### src/fsrlp_pkg.sv
package fsrlp_pkg;

    // Field widths
    localparam int unsigned ADDR_W  = 18;
    localparam int unsigned COUNT_W = 14;

    // Flash ring geometry
    localparam int unsigned SECTOR_BYTES       = 4096;
    localparam int unsigned RECORD_BYTES       = 32;
    localparam int unsigned RECORDS_PER_SECTOR = 128;
    localparam int unsigned SECTOR_COUNT       = 64;

    localparam int unsigned LOG_CAPACITY = SECTOR_COUNT * RECORDS_PER_SECTOR;
    localparam int unsigned COUNT_SAT    = 8192;
    localparam int unsigned SEC_W        = $clog2(SECTOR_COUNT);
    localparam int unsigned OFFSET_W     = $clog2(SECTOR_BYTES);
    localparam int unsigned RECORD_SHIFT = $clog2(RECORD_BYTES);
    // Bytes of a sector that hold records; the rest is slack
    localparam int unsigned SECTOR_USED  = RECORDS_PER_SECTOR * RECORD_BYTES;

    // Stream widths
    localparam int unsigned S_TDATA_W = 16;
    localparam int unsigned S_TUSER_W = 3;
    localparam int unsigned M_TDATA_W = 112;

    typedef logic [ADDR_W-1:0]  addr_t;
    typedef logic [COUNT_W-1:0] count_t;
    typedef logic [SEC_W-1:0]   sec_t;

    typedef enum logic [1:0] {
        OP_APPEND = 2'd0,
        OP_POST   = 2'd1,
        OP_TICK   = 2'd2
    } op_t;

    typedef enum logic [1:0] {
        MODE_NONE     = 2'd0,
        MODE_BUFFERED = 2'd1,
        MODE_HISTORY  = 2'd2
    } read_mode_t;

    localparam logic KIND_BUFFERED = 1'b0;
    localparam logic KIND_HISTORY  = 1'b1;

endpackage

### src/flash_sector_ring_log_pointers.sv
// Channel  | Direction | tdata (low bit up)                         | tuser
// ---------+-----------+--------------------------------------------+------------------------
// s_*      | in        | request_count[13:0], 2 pad bits            | operation[1:0],
//          |           |                                            | request_kind[2]
// m_*      | out       | erase_request, erase_address, write_request,| read_destination[0]
//          |           | write_address, read_request, read_address, |
//          |           | busy_res, stored_count, oldest_address,    |
//          |           | newest_address, 4 pad bits                 |
//
// One word per cycle while m_tready does not stall the output: a word waits in the input
// register, its pointer update and result are worked out from it and land in the output
// register, which drives m_tvalid.
// Reset clears all pointers, the record count, the read-out and pending requests.
// A stall on m_tready holds the output word; the input register still takes one
// more word, after which s_tready drops until the output drains.
module flash_sector_ring_log_pointers
(
    input  logic                                clk,
    input  logic                                rst_n,
    input  logic                                s_tvalid,
    output logic                                s_tready,
    // request_count[13:0], pad[15:14]
    input  logic [fsrlp_pkg::S_TDATA_W-1:0]     s_tdata,
    // operation[1:0], request_kind[2]
    input  logic [fsrlp_pkg::S_TUSER_W-1:0]     s_tuser,
    output logic                                m_tvalid,
    input  logic                                m_tready,
    // erase_request[0], erase_address[18:1], write_request[19], write_address[37:20],
    // read_request[38], read_address[56:39], busy_res[57], stored_count[71:58],
    // oldest_address[89:72], newest_address[107:90], pad[111:108]
    output logic [fsrlp_pkg::M_TDATA_W-1:0]     m_tdata,
    // read_destination[0]
    output logic                                m_tuser
);

    // Input register
    logic                       in_valid_reg;
    logic [1:0]                 in_op_reg;
    logic                       in_kind_reg;
    fsrlp_pkg::count_t          in_count_reg;

    // Log state
    fsrlp_pkg::addr_t           oldest_reg, oldest_next;
    fsrlp_pkg::addr_t           newest_reg, newest_next;
    fsrlp_pkg::count_t          total_reg, total_next;
    fsrlp_pkg::addr_t           rp_reg, rp_next;
    fsrlp_pkg::count_t          remaining_reg, remaining_next;
    logic                       active_reg, active_next;
    fsrlp_pkg::read_mode_t      mode_reg, mode_next;
    logic [1:0]                 pend_flag_reg, pend_flag_next;
    fsrlp_pkg::count_t          pend_count_reg [2];
    fsrlp_pkg::count_t          pend_count_next [2];

    // Output register
    logic                       out_valid_reg;
    logic [fsrlp_pkg::M_TDATA_W-1:0] out_data_reg, out_data_next;
    logic                       out_dest_reg, out_dest_next;

    logic                       out_free;
    logic                       fire;

    assign out_free = !out_valid_reg || m_tready;
    assign fire     = in_valid_reg && out_free;
    assign s_tready = !in_valid_reg || out_free;

    assign m_tvalid = out_valid_reg;
    assign m_tdata  = out_data_reg;
    assign m_tuser  = out_dest_reg;

    // Address of record idx counted from the oldest record
    function automatic fsrlp_pkg::addr_t record_addr(fsrlp_pkg::addr_t oldest,
                                                     fsrlp_pkg::count_t idx);
        fsrlp_pkg::sec_t sec;
        sec = fsrlp_pkg::sec_t'(oldest / fsrlp_pkg::SECTOR_BYTES)
            + fsrlp_pkg::sec_t'(idx / fsrlp_pkg::RECORDS_PER_SECTOR);
        return (fsrlp_pkg::addr_t'(sec) << fsrlp_pkg::OFFSET_W)
             | (fsrlp_pkg::addr_t'(idx % fsrlp_pkg::RECORDS_PER_SECTOR)
                << fsrlp_pkg::RECORD_SHIFT);
    endfunction

    // Next record address, skipping sector slack and wrapping
    function automatic fsrlp_pkg::addr_t advance_addr(fsrlp_pkg::addr_t rp);
        fsrlp_pkg::sec_t                sec;
        logic [fsrlp_pkg::OFFSET_W+1:0] off;
        sec = fsrlp_pkg::sec_t'(rp / fsrlp_pkg::SECTOR_BYTES);
        off = (fsrlp_pkg::OFFSET_W+2)'(rp % fsrlp_pkg::SECTOR_BYTES)
            + (fsrlp_pkg::OFFSET_W+2)'(fsrlp_pkg::RECORD_BYTES);
        if (off >= (fsrlp_pkg::OFFSET_W+2)'(fsrlp_pkg::SECTOR_USED) ||
            off + (fsrlp_pkg::OFFSET_W+2)'(fsrlp_pkg::RECORD_BYTES)
                > (fsrlp_pkg::OFFSET_W+2)'(fsrlp_pkg::SECTOR_BYTES))
        begin
            sec = sec + fsrlp_pkg::sec_t'(1);
            off = '0;
        end
        return (fsrlp_pkg::addr_t'(sec) << fsrlp_pkg::OFFSET_W)
             | fsrlp_pkg::addr_t'(off[fsrlp_pkg::OFFSET_W-1:0]);
    endfunction

    // Input register load
    always_ff @(posedge clk or negedge rst_n)
    begin
        if (!rst_n)
        begin
            in_valid_reg <= 1'b0;
        end
        else if (s_tready)
        begin
            in_valid_reg <= s_tvalid;
        end
    end

    always_ff @(posedge clk)
    begin
        if (s_tready && s_tvalid)
        begin
            in_op_reg    <= s_tuser[1:0];
            in_kind_reg  <= s_tuser[2];
            in_count_reg <= s_tdata[fsrlp_pkg::COUNT_W-1:0];
        end
    end

    // Per-word update of the log pointers, read-out and result
    always_comb
    begin
        logic                er;
        fsrlp_pkg::addr_t    ea;
        logic                wr;
        fsrlp_pkg::addr_t    wa;
        logic                rr;
        fsrlp_pkg::addr_t    ra;
        logic                rd;
        fsrlp_pkg::count_t   cnt_sat;
        fsrlp_pkg::count_t   n;
        fsrlp_pkg::sec_t     sec;

        oldest_next        = oldest_reg;
        newest_next        = newest_reg;
        total_next         = total_reg;
        rp_next            = rp_reg;
        remaining_next     = remaining_reg;
        active_next        = active_reg;
        mode_next          = mode_reg;
        pend_flag_next     = pend_flag_reg;
        pend_count_next[0] = pend_count_reg[0];
        pend_count_next[1] = pend_count_reg[1];
        er = 1'b0;
        ea = '0;
        wr = 1'b0;
        wa = '0;
        rr = 1'b0;
        ra = '0;
        rd = 1'b0;
        cnt_sat = '0;
        n   = '0;
        sec = '0;

        unique case (in_op_reg)
            fsrlp_pkg::OP_APPEND:
            begin
                if (total_reg < fsrlp_pkg::COUNT_W'(fsrlp_pkg::LOG_CAPACITY))
                begin
                    if ((total_reg % fsrlp_pkg::RECORDS_PER_SECTOR) == '0)
                    begin
                        // First record of a fresh sector
                        sec = fsrlp_pkg::sec_t'(oldest_reg / fsrlp_pkg::SECTOR_BYTES)
                            + fsrlp_pkg::sec_t'(total_reg / fsrlp_pkg::RECORDS_PER_SECTOR);
                        newest_next = fsrlp_pkg::addr_t'(sec) << fsrlp_pkg::OFFSET_W;
                        er = 1'b1;
                        ea = newest_next;
                    end
                    else
                    begin
                        newest_next = newest_reg
                                    + fsrlp_pkg::ADDR_W'(fsrlp_pkg::RECORD_BYTES);
                    end
                    total_next = total_reg + fsrlp_pkg::count_t'(1);
                end
                else
                begin
                    // Full: reuse the oldest sector, drop its records
                    er = 1'b1;
                    ea = oldest_reg;
                    newest_next = oldest_reg;
                    sec = fsrlp_pkg::sec_t'(oldest_reg / fsrlp_pkg::SECTOR_BYTES)
                        + fsrlp_pkg::sec_t'(1);
                    oldest_next = fsrlp_pkg::addr_t'(sec) << fsrlp_pkg::OFFSET_W;
                    total_next  = total_reg
                                - fsrlp_pkg::COUNT_W'(fsrlp_pkg::RECORDS_PER_SECTOR)
                                + fsrlp_pkg::count_t'(1);
                end
                wr = 1'b1;
                wa = newest_next;
            end

            fsrlp_pkg::OP_POST:
            begin
                cnt_sat = (in_count_reg > fsrlp_pkg::COUNT_W'(fsrlp_pkg::COUNT_SAT))
                        ? fsrlp_pkg::COUNT_W'(fsrlp_pkg::COUNT_SAT) : in_count_reg;
                pend_flag_next[in_kind_reg]  = 1'b1;
                pend_count_next[in_kind_reg] = cnt_sat;
            end

            fsrlp_pkg::OP_TICK:
            begin
                if (mode_reg == fsrlp_pkg::MODE_NONE)
                begin
                    // Take a pending request, buffered kind first
                    if (pend_flag_reg[fsrlp_pkg::KIND_BUFFERED])
                    begin
                        if (pend_count_reg[fsrlp_pkg::KIND_BUFFERED] != '0)
                        begin
                            remaining_next = pend_count_reg[fsrlp_pkg::KIND_BUFFERED];
                            mode_next      = fsrlp_pkg::MODE_BUFFERED;
                        end
                        pend_flag_next[fsrlp_pkg::KIND_BUFFERED]  = 1'b0;
                        pend_count_next[fsrlp_pkg::KIND_BUFFERED] = '0;
                    end
                    else if (pend_flag_reg[fsrlp_pkg::KIND_HISTORY])
                    begin
                        if (pend_count_reg[fsrlp_pkg::KIND_HISTORY] != '0)
                        begin
                            remaining_next = pend_count_reg[fsrlp_pkg::KIND_HISTORY];
                            mode_next      = fsrlp_pkg::MODE_HISTORY;
                        end
                        pend_flag_next[fsrlp_pkg::KIND_HISTORY]  = 1'b0;
                        pend_count_next[fsrlp_pkg::KIND_HISTORY] = '0;
                    end
                    // Start read-out, clipped to the stored count
                    if (remaining_next != '0)
                    begin
                        n = (remaining_next > total_reg) ? total_reg : remaining_next;
                        remaining_next = n;
                        rp_next        = record_addr(oldest_reg, total_reg - n);
                        active_next    = 1'b1;
                    end
                end
                if (active_next)
                begin
                    if (remaining_next != '0)
                    begin
                        rr = 1'b1;
                        ra = rp_next;
                        rd = (mode_next == fsrlp_pkg::MODE_HISTORY);
                        rp_next        = advance_addr(rp_next);
                        remaining_next = remaining_next - fsrlp_pkg::count_t'(1);
                    end
                    else
                    begin
                        active_next = 1'b0;
                        mode_next   = fsrlp_pkg::MODE_NONE;
                    end
                end
            end

            default:
            begin
                // Unknown operation: state only
            end
        endcase

        out_data_next = {4'b0, newest_next, oldest_next, total_next, active_next,
                         ra, rr, wa, wr, ea, er};
        out_dest_next = rd;
    end

    // State registers
    always_ff @(posedge clk or negedge rst_n)
    begin
        if (!rst_n)
        begin
            oldest_reg        <= '0;
            newest_reg        <= '0;
            total_reg         <= '0;
            rp_reg            <= '0;
            remaining_reg     <= '0;
            active_reg        <= 1'b0;
            mode_reg          <= fsrlp_pkg::MODE_NONE;
            pend_flag_reg     <= '0;
            pend_count_reg[0] <= '0;
            pend_count_reg[1] <= '0;
        end
        else if (fire)
        begin
            oldest_reg        <= oldest_next;
            newest_reg        <= newest_next;
            total_reg         <= total_next;
            rp_reg            <= rp_next;
            remaining_reg     <= remaining_next;
            active_reg        <= active_next;
            mode_reg          <= mode_next;
            pend_flag_reg     <= pend_flag_next;
            pend_count_reg[0] <= pend_count_next[0];
            pend_count_reg[1] <= pend_count_next[1];
        end
    end

    // Output register
    always_ff @(posedge clk or negedge rst_n)
    begin
        if (!rst_n)
        begin
            out_valid_reg <= 1'b0;
        end
        else if (out_free)
        begin
            out_valid_reg <= in_valid_reg;
        end
    end

    always_ff @(posedge clk)
    begin
        if (fire)
        begin
            out_data_reg <= out_data_next;
            out_dest_reg <= out_dest_next;
        end
    end

`ifndef SYNTHESIS
    // Log never holds more than the ring can
    assert property (@(posedge clk) disable iff (!rst_n)
        total_reg <= fsrlp_pkg::COUNT_W'(fsrlp_pkg::LOG_CAPACITY))
    else $error("record count above log capacity");

    // A running read-out always has a destination
    assert property (@(posedge clk) disable iff (!rst_n)
        active_reg |-> (mode_reg != fsrlp_pkg::MODE_NONE))
    else $error("read-out active without mode");

    // Oldest pointer stays on a sector boundary
    assert property (@(posedge clk) disable iff (!rst_n)
        (oldest_reg % fsrlp_pkg::SECTOR_BYTES) == '0)
    else $error("oldest pointer not sector aligned");

    // A read word reports the read-out still busy
    assert property (@(posedge clk) disable iff (!rst_n)
        (m_tvalid && m_tdata[38]) |-> m_tdata[57])
    else $error("read issued while not busy");
`endif

endmodule
### config.mk
export PLATFORM = sky130hd
export DESIGN_NAME = flash_sector_ring_log_pointers
export DESIGN_NICKNAME = d
export VERILOG_FILES = /design/src/fsrlp_pkg.sv /design/src/flash_sector_ring_log_pointers.sv
export SDC_FILE = /design/constraint.sdc
export NUM_CORES = 1
export LEC_CHECK = 0
export BUFFER_PORTS_ARGS = -buffer_cell sky130_fd_sc_hd__buf_4
export CORE_UTILIZATION = 45
export CTS_CLUSTER_SIZE = 14
export DETAILED_ROUTE_END_ITERATION = 10
export HOLD_SLACK_MARGIN = 0.1
export PLACE_DENSITY = 0.7
export SETUP_SLACK_MARGIN = 0.4
export SYNTH_ARGS = -nofsm -noshare
export SYNTH_HDL_FRONTEND = slang
export SYNTH_SLANG_ARGS = --single-unit
export TNS_END_PERCENT = 30
### constraint.sdc
create_clock -name clk -period 8.45 [get_ports clk]
set_clock_uncertainty 0.1 [all_clocks]
set_input_delay 0.4225 -clock clk [delete_from_list [all_inputs] [get_ports clk]]
set_output_delay 0.4225 -clock clk [all_outputs]
set_load 0.02 [all_outputs]
# Word level (Yosys, flattened, before mapping)
# Cells that the tools add are included.
[classes]
multipliers = 0
bitwise_logic = 4
n_eq_ne = 7
order_cmp = 9
muxes = 65
shift = 0
n_addsub = 12
n_div = 0
reduce_logical = 23
[ops]
columns = ["op", "n"]
rows = [
  ["$mux W14", 19],
  ["$mux W18", 12],
  ["$pmux W28 S2", 1],
  ["$reduce_bool A14 Y1", 4],
  ["$mux W12", 4],
  ["$or A18 B12 Y18", 2],
  ["$logic_not A32 Y1", 1],
  ["$add A14 B1 Y14 const B", 2],
  ["$bwmux W28", 1],
  ["$mux W28", 1],
  ["$mux W6", 4],
  ["$add A18 B6 Y18 const B", 1],
  ["$mux W2", 9],
  ["$add A13 B6 Y14 const B", 1],
  ["$demux W14 S1", 1],
  ["$gt A14 B13 Y1 const B", 1],
  ["$gt A14 B14 Y1", 1],
  ["$gt A14 B14 Y1 const B", 1],
  ["$lt A14 B14 Y1 const B", 1],
  ["$sub A14 B1 Y14 const B", 1],
  ["$sub A14 B8 Y14 const B", 1],
  ["$add A12 B6 Y13 const B", 1],
  ["$ge A13 B13 Y1 const B", 1],
  ["$sub A13 B13 Y13", 1],
  ["23 further kinds", 48],
]
[word_totals]
inputBits = 23
elab_cells = 141
mem_count = 0
romBits = 0
latch_bits = 0
mem_bits_rw = 0
regBits = 243

# Logic depth before layout (Yosys ltp)
# Gate-level depths: netlist (run 1).
[depth]
depth_word = 25
ltp_mapped = 37
mapped_depth_nobuf = 35

# Least setup slack after synthesis (run 1)
# OpenSTA, ideal clock, no wires.
[synth_path]
kind = "register -> register"
from = "register pend_count_reg[9] in the netlist's numbering"
to = "register rp_reg[17]"
required_ns = 8.229
t_arrival_ns = 7.098
path_slack_ns = 1.131
path_stages_with_launch = 36
path_cell_list = "dfrtp_1 or4_4 or4_4 nand3_2 and2_1 a222oi_1 inv_1 ha_1 nand4_1 nor4_1 a21o_1 clkbuf_1 mux2_2 inv_1 ha_1 inv_1 fa_1 a21o_1 a21oi_1 nor2b_1 o31a_1 o21ai_0 nand2b_1 xor2_1 ha_1 a21o_1 a21oi_1 o21bai_1 a21oi_1 xnor2_1 xnor2_1 xnor2_1 nor2_1 nor2b_1 mux2i_1 o22a_1"
[synth_via]
elab_chain_len = 24
word_cells_on_any_way = 35
classes_between = "add/sub (5); order compare (3); mux (21); bitwise (2); reduce/logical (4)"
[synth_rtl]
columns = ["element", "line", "rtl"]
rows = [
  ["start, declared", "flash_sector_ring_log_pointers.sv:51", "fsrlp_pkg::count_t pend_count_reg [2];"],
  ["$reduce_bool A14 Y1", "flash_sector_ring_log_pointers.sv:220", "if (pend_count_reg[fsrlp_pkg::KIND_HISTORY] != '0)"],
  ["$mux W14 *", "flash_sector_ring_log_pointers.sv:220", ""],
  ["$mux W14 *", "flash_sector_ring_log_pointers.sv:218", "else if (pend_flag_reg[fsrlp_pkg::KIND_HISTORY])"],
  ["$mux W14 *", "flash_sector_ring_log_pointers.sv:208", "if (pend_flag_reg[fsrlp_pkg::KIND_BUFFERED])"],
  ["$mux W14 *", "flash_sector_ring_log_pointers.sv:205", "if (mode_reg == fsrlp_pkg::MODE_NONE)"],
  ["$mux W14 *", "flash_sector_ring_log_pointers.sv:157", "unique case (in_op_reg)"],
  ["$gt A14 B14 Y1", "flash_sector_ring_log_pointers.sv:231", "n = (remaining_next > total_reg) ? total_reg : remaining_next;"],
  ["$mux W14", "flash_sector_ring_log_pointers.sv:231", ""],
  ["[... 8 more ...]", "--", ""],
  ["$logic_or A1 B1 Y1", "flash_sector_ring_log_pointers.sv:88", "if (off >= (fsrlp_pkg::OFFSET_W+2)'(fsrlp_pkg::SECTOR_USED) ||"],
  ["$mux W6", "flash_sector_ring_log_pointers.sv:88", ""],
  ["$mux W6", "flash_sector_ring_log_pointers.sv:239", "if (remaining_next != '0)"],
  ["$mux W6", "flash_sector_ring_log_pointers.sv:237", "if (active_next)"],
  ["$mux W6", "flash_sector_ring_log_pointers.sv:157", ""],
  ["$or A18 B12 Y18", "flash_sector_ring_log_pointers.sv:96", "| fsrlp_pkg::addr_t'(off[fsrlp_pkg::OFFSET_W-1:0]);"],
  ["$mux W18", "flash_sector_ring_log_pointers.sv:239", ""],
  ["$mux W18 *", "flash_sector_ring_log_pointers.sv:237", ""],
  ["end signal, assigned", "flash_sector_ring_log_pointers.sv:287", "rp_reg <= rp_next;"],
  ["end, declared", "flash_sector_ring_log_pointers.sv:46", "fsrlp_pkg::addr_t rp_reg, rp_next;"],
]
# Every way passes the cells marked *; elsewhere a longest branch is shown, timed or not. The select of a mux whose other input is x is not followed.
# A chain may end at the register's enable or synchronous reset.

# Worst setup path in the final report (run 1)
# Same ends and word-level chain as after synthesis.

==> results by group, run 1 <==
Run status
  • Status: complete, no violations

Worst setup path
  • CP endpoint kind: flip-flop
  • Crit path launch type: flip-flop
  • Worst endpoint required time: 8.78 ns
  • CP Buf/Inv Count: 3
  • CP max stage delay: 0.61 ns
  • Worst path arrival time: 7.91 ns
  • CP Max Fanout: 6
  • Crit path kind: reg2reg
  • Slowest CP cell: or4_4
  • CP delay by family, top: simple AND/OR/NAND/NOR gates

Timing
  • Final setup fails: 0
  • Final hold vios: 0
  • Setup TNS: 0 ns
  • Slew headroom: 38.2%
  • Highest Clock Rate: 132 MHz
  • Number of max-slew violations in the final report: 0
  • Worst slew pin tran: 0.927 ns
  • Crit path time final: 7.58 ns
  • RSZ-0062 raised after global routing: no
  • Period utilization: 89.8%

Die
  • I/O pin count: 138
  • Initial Util: 45.6%
  • Core Box Area: 28,600 um2
  • Row Count: 62
  • Die Y: 172 um
  • Die Wd: 172 um
  • Die area: 29,700 um2

Detailed routing
  • Overall routed net length: 33.7 mm
  • WL/cell: 18.8 um
  • Starting DRT DRC Count: 905
  • ANT nets after route: 0
  • DRT Pass-1 Iters: 5
  • Via count: 10.2k
  • Vias per inst: 5.68
  • # DRC: 0

Job
  • Max-Cap Viols: 0

Layout
  • Final #Nets: 1,463
  • Number of diodes: 0
  • Fraction of layout cells with a size suffix above 1: 17.4%
  • Layout area overhead: 19.8%
  • Max reg flops: 108

Clock network
  • Htree depth: 1
  • Worst-path clk slew: 0.06 ns
  • CTS tree: done
  • TritonCTS Buffers: 27
  • Total clock sinks: 243
  • Clk_lat worst skew: 0.56 ns
  • Clock root cell: clkbuf_16
  • Max Root-Sink Buffers: 3

Power and ir drop
  • Final Power: 7.04 mW
  • P_leak: 6.97 nW
  • Power density cells: 450 nW/um2
  • VDD IR max: 0.240 mV

Placement
  • HPWL Detailed: 23.2 mm
  • IO Port Bufs: 131
  • Final GP Congestion: 0.879

Logic synthesis
  • Mux cell area share after synthesis: 2.76%
  • Adder-cell share of the synthesized area: 4.96%
  • Area share of the largest cell type after synthesis: 29.0%
  • Commonest cells post-synth: 137 x nand2_1, 126 x edfxtp_1, 117 x dfrtp_1
  • Register area share after synthesis: 51.4%
  • Complex-gate fraction of the synthesized area: 16.6%
  • Number of synthesized flops with an enable pin: 126
  • Top-count cell post-synth: nand2_1
  • Primary FF master, synth: edfxtp_1
  • Post-Syn Area per Cell: 10.4 um2
  • Top post-synthesis cells by area: edfxtp_1 29%, dfrtp_1 22%, ha_1 4.5%
  • Synth Cell Area: 13,100 um2
  • Yosys reg bits: 243
  • Asr flop ratio synth: 48.1%
  • Synthesis Warnings: 0
  • Largest family of logic cells by synthesized area: compound AO/OA/AOI/OAI gates
  • Cell variety after synth: 78
  • Synthesized instance count: 1,251
  • Synth Area in Simple Gates: 15.9%
  • Synth Area in XOR/XNOR: 4.76%
  • Leading area contributor after synthesis: edfxtp_1

GRT
  • Global Route Usage Sum: 23.1%
  • Largest net degree at the start of global routing: 62
  • M2 GR Usage: 38.7%
  • Most Crowded Layer GR: met2
  • GRT overflow: 0
  • First-pass GRT wire length: 53.3 mm
  • Initial antenna violation count: 0
  • Vias in the first global route: 9,855
  • Met3 usage: 3.82%
  • Met1 Track Usage GR: 30.7%

Worst hold path
  • Hold Path Class: in2async
[per-stage QoR]
stage               area, um2  worst slack (ns)  hold WS [ns]  instances  utilization, %
finish                  15600             0.865         0.396       1795            54.7
floorplan               13100              1.13        0.0269       1254               -
global route            15600             0.321         0.419       1795            54.7
CTS                     15600             0.652         0.401       1793            54.4
detailed placement      14400             0.729         0.381       1722            50.3
global placement        14400             0.833         0.376       1722            50.3
[path summary, 6_finish.rpt]
| kind | start | depth (start not counted) | slack [ns] | endpoint |
|---|---|---|---|---|
| max | pend_count_reg[9]$_DFFE_PN0P_ | 34 | 0.87 | rp_reg[17]$_DFFE_PN0P_ |
| min | rst_n | 2 | 0.40 | rp_reg[3]$_DFFE_PN0P_ |
| max reg2reg | pend_count_reg[9]$_DFFE_PN0P_ | 34 | 0.87 | rp_reg[17]$_DFFE_PN0P_ |
| min reg2reg | oldest_reg[11]$_DFFE_PN0P_ | 1 | 0.40 | oldest_reg[11]$_DFFE_PN0P_ |
| max in group asynchronous | rst_n | 3 | 6.54 | newest_reg[3]$_DFFE_PN0P_ |
| min in group clk | oldest_reg[11]$_DFFE_PN0P_ | 1 | 0.40 | oldest_reg[11]$_DFFE_PN0P_ |
[what timing repair did]
| item | in CTS | in global routing |
|---|---|---|
| hold endpoints to repair | 77 | 0 |
| resized for setup | 0 | 14 |
| endpoints found under the setup margin | 0 | 2 |
| buffers inserted | 0 | 2 |
| hold buffers | 21 | 0 |
[per-layer routing]
| metal | vias to the layer above | part of all wire [%] |
|---|---|---|
| li1 | 4834 | - |
| met1 | 4938 | 44 |
| met3 | 54 | 6.2 |
| met5 | - | 0 |
| met2 | 361 | 48 |
| met4 | 0 | 2.2 |
[worst reg2reg max path: cells and delay by family (launching register included)]
kind	cells	cell delay (ns)
and+or+nand+nor	10	2.58
xor gates and xnor gates	4	0.71
DFF	1	0.45
muxes	2	0.45
buffers and inverters	3	0.19
adders and majority gates	4	0.98
AOI/OAI and AO/OA	11	1.99
[layout make-up]
type                       count  area [um2]
clock buffer                  31         691
sequential                   243        6710
multi-input combinational    895        5970
fill                        2518       13000
timing repair buffer         169        1330
tap                          384         480
clock inverter                19         265
inverter                      54         208
[cell usage in the layout (no fill, tap or decap), types with 7 or more instances in the layout]
master	Yosys	routed
a21o_1	35	35
o21bai_1	7	7
nor2b_1	22	22
a22o_1	27	27
a22oi_1	7	7
and3_1	26	26
nor2_1	86	85
a21oi_1	65	62
mux2_2	16	16
a31oi_1	12	11
clkbuf_16	0	27
mux2i_1	18	16
xnor2_1	52	51
dfrtp_1	117	117
a311oi_1	7	7
nand3_1	37	37
buf_4	4	147
nor4_1	15	14
o21a_1	8	8
inv_1	52	51
ha_1	47	47
nand2_1	137	137
dlygate4sd3_1	0	21
and2_1	24	24
o21ai_0	77	76
nand4_1	12	12
xor2_1	19	18
edfxtp_1	126	126
nand2b_1	8	8
nor3_1	25	25
[power breakdown]
part	switching [mW]	total (mW)	internal (mW)
Clock	0.491	1.27	0.774
Combinational	2.37	3.97	1.59
Sequential	0.300	1.81	1.51
[logic make-up (layout without fill, tap and decap cells)]
| group | count (synthesis) | after routing |
|---|---|---|
| AOI/OAI and AO/OA | 315 | 315 |
| xor gates and xnor gates | 71 | 71 |
| adders and majority gates | 50 | 50 |
| buffers and inverters | 116 | 273 |
| DFF | 243 | 243 |
| muxes | 34 | 34 |
| other | 1 | 4 |
| and+or+nand+nor | 421 | 421 |
(Power assumes the default switching activity.)
==> run 2, diff against run 1 <==
PLACE_DENSITY = 0.63   (was 0.7)
==> run 2 against run 1 <==
  * Flip-flop and latch count did not move
  * Worst setup slack gained 0.059 ns
  * First-iteration DRC count is 9.6% lower
  * Power decreased by 1.8%
  * Critical path type unchanged
  * Highest routed layer unchanged
==> results by group, run 2 (synthesis results as in run 1) <==
Run status
  • Status: complete, no violations (unchanged)

Placement
  • IO Port Bufs: 131 (unchanged)
  • HPWL Detailed: 23.1 mm (was 23.2 mm)
  • Placed instance area: 14,400 um2 (about the same)
  • Final GP Congestion: 0.903 (was 0.879)
  • Placed Cells: 1,726 (was 1,722)

Layout
  • Layout area overhead: 18.9% (was 19.8%)
  • Max reg flops: 108 (unchanged)
  • Commonest non-fill, non-tap cells in the layout: 150 x buf_4, 137 x nand2_1, 126 x edfxtp_1 (was 147 x buf_4, 137 x nand2_1, 126 x edfxtp_1)
  • Register Area: 6710 um2 (unchanged)
  • Fraction of layout cells with a size suffix above 1: 16.8% (was 17.4%)
  • Multi-input logic area: 5940 um2 (was 5970 um2)
  • Commonest non-fill, non-tap cell in the layout: buf_4 (unchanged)
  • Fin cells: 1,797 (was 1,795)
  • Number of diodes: 0 (unchanged)
  • # fillers: 2,574 (was 2,518)
  • Final #Nets: 1,466 (was 1,463)
  • Cell area after layout: 15,500 um2 (was 15,600 um2)

Worst setup path
  • Flop2flop setup slack: 0.92 ns (was 0.87 ns)
  • Worst path arrival time: 7.84 ns (was 7.91 ns)
  • CP endpoint kind: flip-flop (unchanged)
  • Crit path kind: reg2reg (unchanged)
  • Slowest CP cell: or4_4 (unchanged)
  • CP delay by family, top: compound AO/OA/AOI/OAI gates (was simple AND/OR/NAND/NOR gates)
  • CP Max Fanout: 5 (was 6)
  • CP Buf/Inv Count: 2 (was 3)
  • Most frequent CP cell: a21oi_1
  • CP max stage delay: 0.60 ns (was 0.61 ns)
  • Crit path launch type: flip-flop (unchanged)
  • Worst endpoint required time: 8.77 ns (was 8.78 ns)

Detailed routing
  • # DRC: 0 (unchanged)
  • Starting DRT DRC Count: 818 (was 905)
  • Overall routed net length: 33.0 mm (was 33.7 mm)
  • ANT nets after route: 0 (unchanged)
  • DRT Pass-1 Iters: 5 (unchanged)
  • Vias per inst: 5.64 (was 5.68)
  • WL/cell: 18.3 um (was 18.8 um)
  • Via count: 10.1k (was 10.2k)

Timing
  • Final setup fails: 0 (unchanged)
  • RSZ-0062 raised after global routing: no (unchanged)
  • Slew headroom: 35.9% (was 38.2%)
  • Highest Clock Rate: 133 MHz (was 132 MHz)
  • Worst slew pin tran: 0.961 ns (was 0.927 ns)
  • Period utilization: 89.1% (was 89.8%)
  • Setup TNS: 0 ns (unchanged)
  • Hold WS: 0.395 ns (was 0.396 ns)
  • Crit path time final: 7.53 ns (was 7.58 ns)
  • Final hold vios: 0 (unchanged)
  • Number of max-slew violations in the final report: 0 (unchanged)

Power and ir drop
  • Power density cells: 445 nW/um2 (was 450 nW/um2)
  • P_leak: 6.92 nW (was 6.97 nW)
  • VDD IR max: 0.257 mV (was 0.240 mV)
  • Final Power: 6.91 mW (was 7.04 mW)

Clock network
  • CTS tree: done (unchanged)
  • TritonCTS Buffers: 27 (unchanged)
  • Worst-path clk slew: 0.06 ns (about the same)
  • Max Root-Sink Buffers: 3 (unchanged)
  • Clk_lat worst skew: 0.54 ns (was 0.56 ns)
  • Total clock sinks: 243 (unchanged)
  • Clock root cell: clkbuf_16 (unchanged)
  • Htree depth: 1 (unchanged)

Die
  • Die Y: 172 um (unchanged)
  • Die area: 29,700 um2 (unchanged)
  • Die Wd: 172 um (unchanged)
  • I/O pin count: 138 (unchanged)
  • Initial Util: 45.6% (unchanged)
  • Core Box Area: 28,600 um2 (unchanged)
  • Row Count: 62 (unchanged)

GRT
  • Largest net degree at the start of global routing: 71 (was 62)
  • First-pass GRT wire length: 52.1 mm (was 53.3 mm)
  • Vias in the first global route: 9,480 (was 9,855)
  • Global Route Usage Sum: 22.6% (was 23.1%)
  • Initial antenna violation count: 0 (unchanged)
  • GRT overflow: 0 (unchanged)

Job
  • Max-Cap Viols: 0 (unchanged)

Worst hold path
  • Hold Path Class: reg2reg (was in2async)
-- run 2: path summary, 6_finish.rpt --
kind	from	endpoint	cells after the start
worst max register to register	pend_count_reg[9]$_DFFE_PN0P_	rp_reg[17]$_DFFE_PN0P_	33
worst min register to register	oldest_reg[10]$_DFFE_PN0P_	oldest_reg[10]$_DFFE_PN0P_	1
min in group asynchronous	rst_n	rp_reg[1]$_DFFE_PN0P_	2
worst min-delay path	oldest_reg[10]$_DFFE_PN0P_	oldest_reg[10]$_DFFE_PN0P_	1
max in group asynchronous	rst_n	total_reg[9]$_DFFE_PN0P_	3
worst max-delay path	pend_count_reg[9]$_DFFE_PN0P_	rp_reg[17]$_DFFE_PN0P_	33
-- run 2: per-layer routing --
metal	wire, um	track usage (%)
met5	0	0
met1	14900	31.7
met2	15000	35.9
met3	2020	2.88
met4	1020	8.50
-- run 2: final cells by class --
cell class / count / share of cell area [%]
clock buffers: 32 / 4.47
inverters: 54 / 1.34
flip-flops and latches: 243 / 43.2
well taps: 384 / 3.09
multi-input cells: 895 / 38.2
repair buffers: 172 / 8.67
clock inverters: 17 / 1.01
-- run 2: metrics by stage --
step	utilization (%)	worst slack, ns
after global placement	50.4	0.811
after floorplan	-	1.13
after CTS	54.1	0.712
after detailed placement	50.4	0.739
final	54.3	0.925
after global routing	54.3	0.415
-- run 2: power breakdown --
group	total (mW)	internal [mW]	switching, mW
registers	1.78	1.51	0.276
clock network	1.14	0.675	0.462
logic	3.99	1.61	2.38
-- run 2: repair_timing --
action | in CTS | in global routing
hold endpoints to repair | 88 | 0
setup buffers | 0 | 1
hold buffers | 21 | 0
gates resized for setup | 0 | 10
endpoints found under the setup margin | 0 | 2
==> run 3, diff against run 2 <==
CELL_PAD_IN_SITES_DETAIL_PLACEMENT = 1   (was unset)
CELL_PAD_IN_SITES_GLOBAL_PLACEMENT = 1   (was unset)
PLACE_DENSITY = 0.77   (was 0.63)
==> run 3 against run 2 <==
  * The flow now finishes with violations (DRC)
  * Combinational power grew 2%
  * Critical path depth grew 2
  * Clock power is essentially flat
  * Utilization shrank 0.083 points
  * Design area shrank 0.15%
  * Register-to-register slack lost 0.11 ns
  * Final cell count is essentially flat
  * Sequential power is essentially flat
  * Count of clock-buffer cells in the layout grew 6
  * Power grew 0.74%
  * Via count grew 2.9%
==> results by group, run 3 (synthesis results as in run 1) <==
Run status
  • Status: finished with violations (was complete, no violations)
  • Failing checks: DRC

Clock network
  • Max Root-Sink Buffers: 3 (unchanged)
  • TritonCTS Buffers: 27 (unchanged)
  • Clk_lat worst skew: 0.53 ns (was 0.54 ns)
  • Clock root cell: clkbuf_16 (unchanged)
  • Worst-path clk slew: 0.06 ns (about the same)
  • CTS tree: done (unchanged)
  • Htree depth: 1 (unchanged)
  • Total clock sinks: 243 (unchanged)

Worst setup path
  • Worst r2r dst: rp_reg[17]$_DFFE_PN0P_ (unchanged)
  • Slowest CP cell: or4_4 (unchanged)
  • Flop2flop setup slack: 0.81 ns (was 0.92 ns)
  • CP endpoint kind: flip-flop (unchanged)
  • Crit path launch type: flip-flop (unchanged)
  • Crit path kind: reg2reg (unchanged)
  • CP Max Fanout: 6 (was 5)
  • R2R depth: 35 (was 33)
  • Most frequent CP cell: a21oi_1 (unchanged)
  • Worst path arrival time: 7.96 ns (was 7.84 ns)
  • Reg2Reg Launch Point: pend_count_reg[9]$_DFFE_PN0P_ (unchanged)
  • CP max stage delay: 0.60 ns (about the same)
  • Worst endpoint required time: 8.77 ns (about the same)

Die
  • Die Wd: 172 um (unchanged)
  • Row Count: 62 (unchanged)
  • Initial Util: 45.6% (unchanged)
  • Die area: 29,700 um2 (unchanged)
  • Die Y: 172 um (unchanged)
  • I/O pin count: 138 (unchanged)
  • Core Box Area: 28,600 um2 (unchanged)

Layout
  • Layout area overhead: 18.8% (was 18.9%)
  • Max reg flops: 108 (unchanged)
  • Commonest non-fill, non-tap cell in the layout: buf_4 (unchanged)
  • Number of diodes: 0 (unchanged)
  • # fillers: 3,098 (was 2,574)
  • Fraction of layout cells with a size suffix above 1: 16.8% (about the same)
  • Final #Nets: 1,465 (was 1,466)
  • Multi-input logic area: 5960 um2 (was 5940 um2)
  • Commonest non-fill, non-tap cells in the layout: 151 x buf_4, 137 x nand2_1, 126 x edfxtp_1 (was 150 x buf_4, 137 x nand2_1, 126 x edfxtp_1)
  • Register Area: 6710 um2 (unchanged)
  • Fin cells: 1,796 (was 1,797)
  • Final core utilization: 54.2% (was 54.3%)

Timing
  • Final hold vios: 0 (unchanged)
  • Worst slew pin tran: 0.995 ns (was 0.961 ns)
  • Number of max-slew violations in the final report: 0 (unchanged)
  • Final setup fails: 0 (unchanged)
  • Slew headroom: 33.5% (was 35.9%)
  • Period utilization: 90.4% (was 89.1%)
  • Highest Clock Rate: 131 MHz (was 133 MHz)
  • Hold WS: 0.407 ns (was 0.395 ns)
  • Crit path time final: 7.64 ns (was 7.53 ns)
  • RSZ-0062 raised after global routing: no (unchanged)
  • Setup TNS: 0 ns (unchanged)

GRT
  • Global Route Usage Sum: 25.8% (was 22.6%)
  • Vias in the first global route: 10.8k (was 9,480)
  • Largest net degree at the start of global routing: 64 (was 71)
  • First-pass GRT wire length: 59.7 mm (was 52.1 mm)
  • GRT overflow: 0 (unchanged)
  • Initial antenna violation count: 0 (unchanged)

Power and ir drop
  • Power density cells: 449 nW/um2 (was 445 nW/um2)
  • VDD IR max: 0.264 mV (was 0.257 mV)
  • P_leak: 6.91 nW (was 6.92 nW)

Placement
  • Final GP Congestion: 0.878 (was 0.903)
  • Placed Cells: 1,727 (was 1,726)
  • IO Port Bufs: 131 (unchanged)
  • HPWL Detailed: 26.1 mm (was 23.1 mm)

Detailed routing
  • DRT Pass-1 Iters: 8 (was 5)
  • Overall routed net length: 37.2 mm (was 33.0 mm)
  • Via count: 10.4k (was 10.1k)
  • # DRC: 1 (was 0)
  • Starting DRT DRC Count: 669 (was 818)
  • Vias per inst: 5.80 (was 5.64)
  • ANT nets after route: 0 (unchanged)
  • WL/cell: 20.7 um (was 18.3 um)

Worst hold path
  • Hold Path Class: in2async (was reg2reg)

Job
  • Max-Cap Viols: 0 (unchanged)
[run 3: worst max-delay path by stage]
stage	from	to	slack, ns
2_1_floorplan	pend_count_reg[9]$_DFFE_PN0P_	rp_reg[17]$_DFFE_PN0P_	1.13
3_3_place_gp	pend_count_reg[9]$_DFFE_PN0P_	rp_reg[17]$_DFFE_PN0P_	0.79
3_5_place_dp	pend_count_reg[9]$_DFFE_PN0P_	rp_reg[17]$_DFFE_PN0P_	0.64
4_1_cts	pend_count_reg[9]$_DFFE_PN0P_	rp_reg[17]$_DFFE_PN0P_	0.56
5_1_grt	pend_count_reg[9]$_DFFE_PN0P_	rp_reg[17]$_DFFE_PN0P_	0.42
6_report	pend_count_reg[9]$_DFFE_PN0P_	rp_reg[17]$_DFFE_PN0P_	0.81
[run 3: worst max-delay path: cells and delay by family, from the launching register on]
| kind | cells | cell delay [ns] |
|---|---|---|
| buf+inv | 3 | 0.22 |
| xor+xnor | 4 | 0.72 |
| simple gates | 8 | 1.96 |
| fa+ha+maj | 4 | 1.09 |
| flops | 1 | 0.42 |
| mux | 2 | 0.45 |
| compound gates | 14 | 2.59 |
[run 3: power breakdown]
part / internal [mW] / switching, mW / leakage (nW)
Sequential: 1.51 / 0.292 / 2.76
Combinational: 1.60 / 2.46 / 3.76
Clock: 0.635 / 0.470 / 0.398
Total: 3.74 / 3.22 / 6.91
[run 3: what timing repair did]
| action | in CTS | in global routing |
|---|---|---|
| buffers inserted | 0 | 0 |
| hold buffers | 20 | 0 |
| setup endpoints to repair | 0 | 2 |
| resized for setup | 0 | 12 |
| endpoints found under the hold margin | 75 | 0 |
[run 3: through the flow]
stage / area [um2] / total power [mW] / setup WS [ns]
finish: 15500 / 6.96 / 0.811
global route: 15500 / 7.52 / 0.417
CTS: 15500 / 6.89 / 0.564
detailed placement: 14400 / 5.73 / 0.641
global placement: 14400 / 5.62 / 0.786
floorplan: 13100 / 4.67 / 1.13
[run 3: cell type report]
class	instances	share of cell area, %
sequential	243	43.3
clock inverter	11	0.524
timing repair buffer	171	8.60
inverter	54	1.34
multi-input combinational	895	38.4
tap	384	3.10
clock buffer	38	4.75
[run 3: routing by layer]
| layer | track usage [%] | vias up | share of wire (%) |
|---|---|---|---|
| met2 | 45.1 | 243 | 50 |
| met5 | 0 | - | 0 |
| met4 | 6.96 | 0 | 1.9 |
| li1 | - | 4826 | - |
| met1 | 33.8 | 5302 | 45 |
| met3 | 2.93 | 54 | 3.7 |
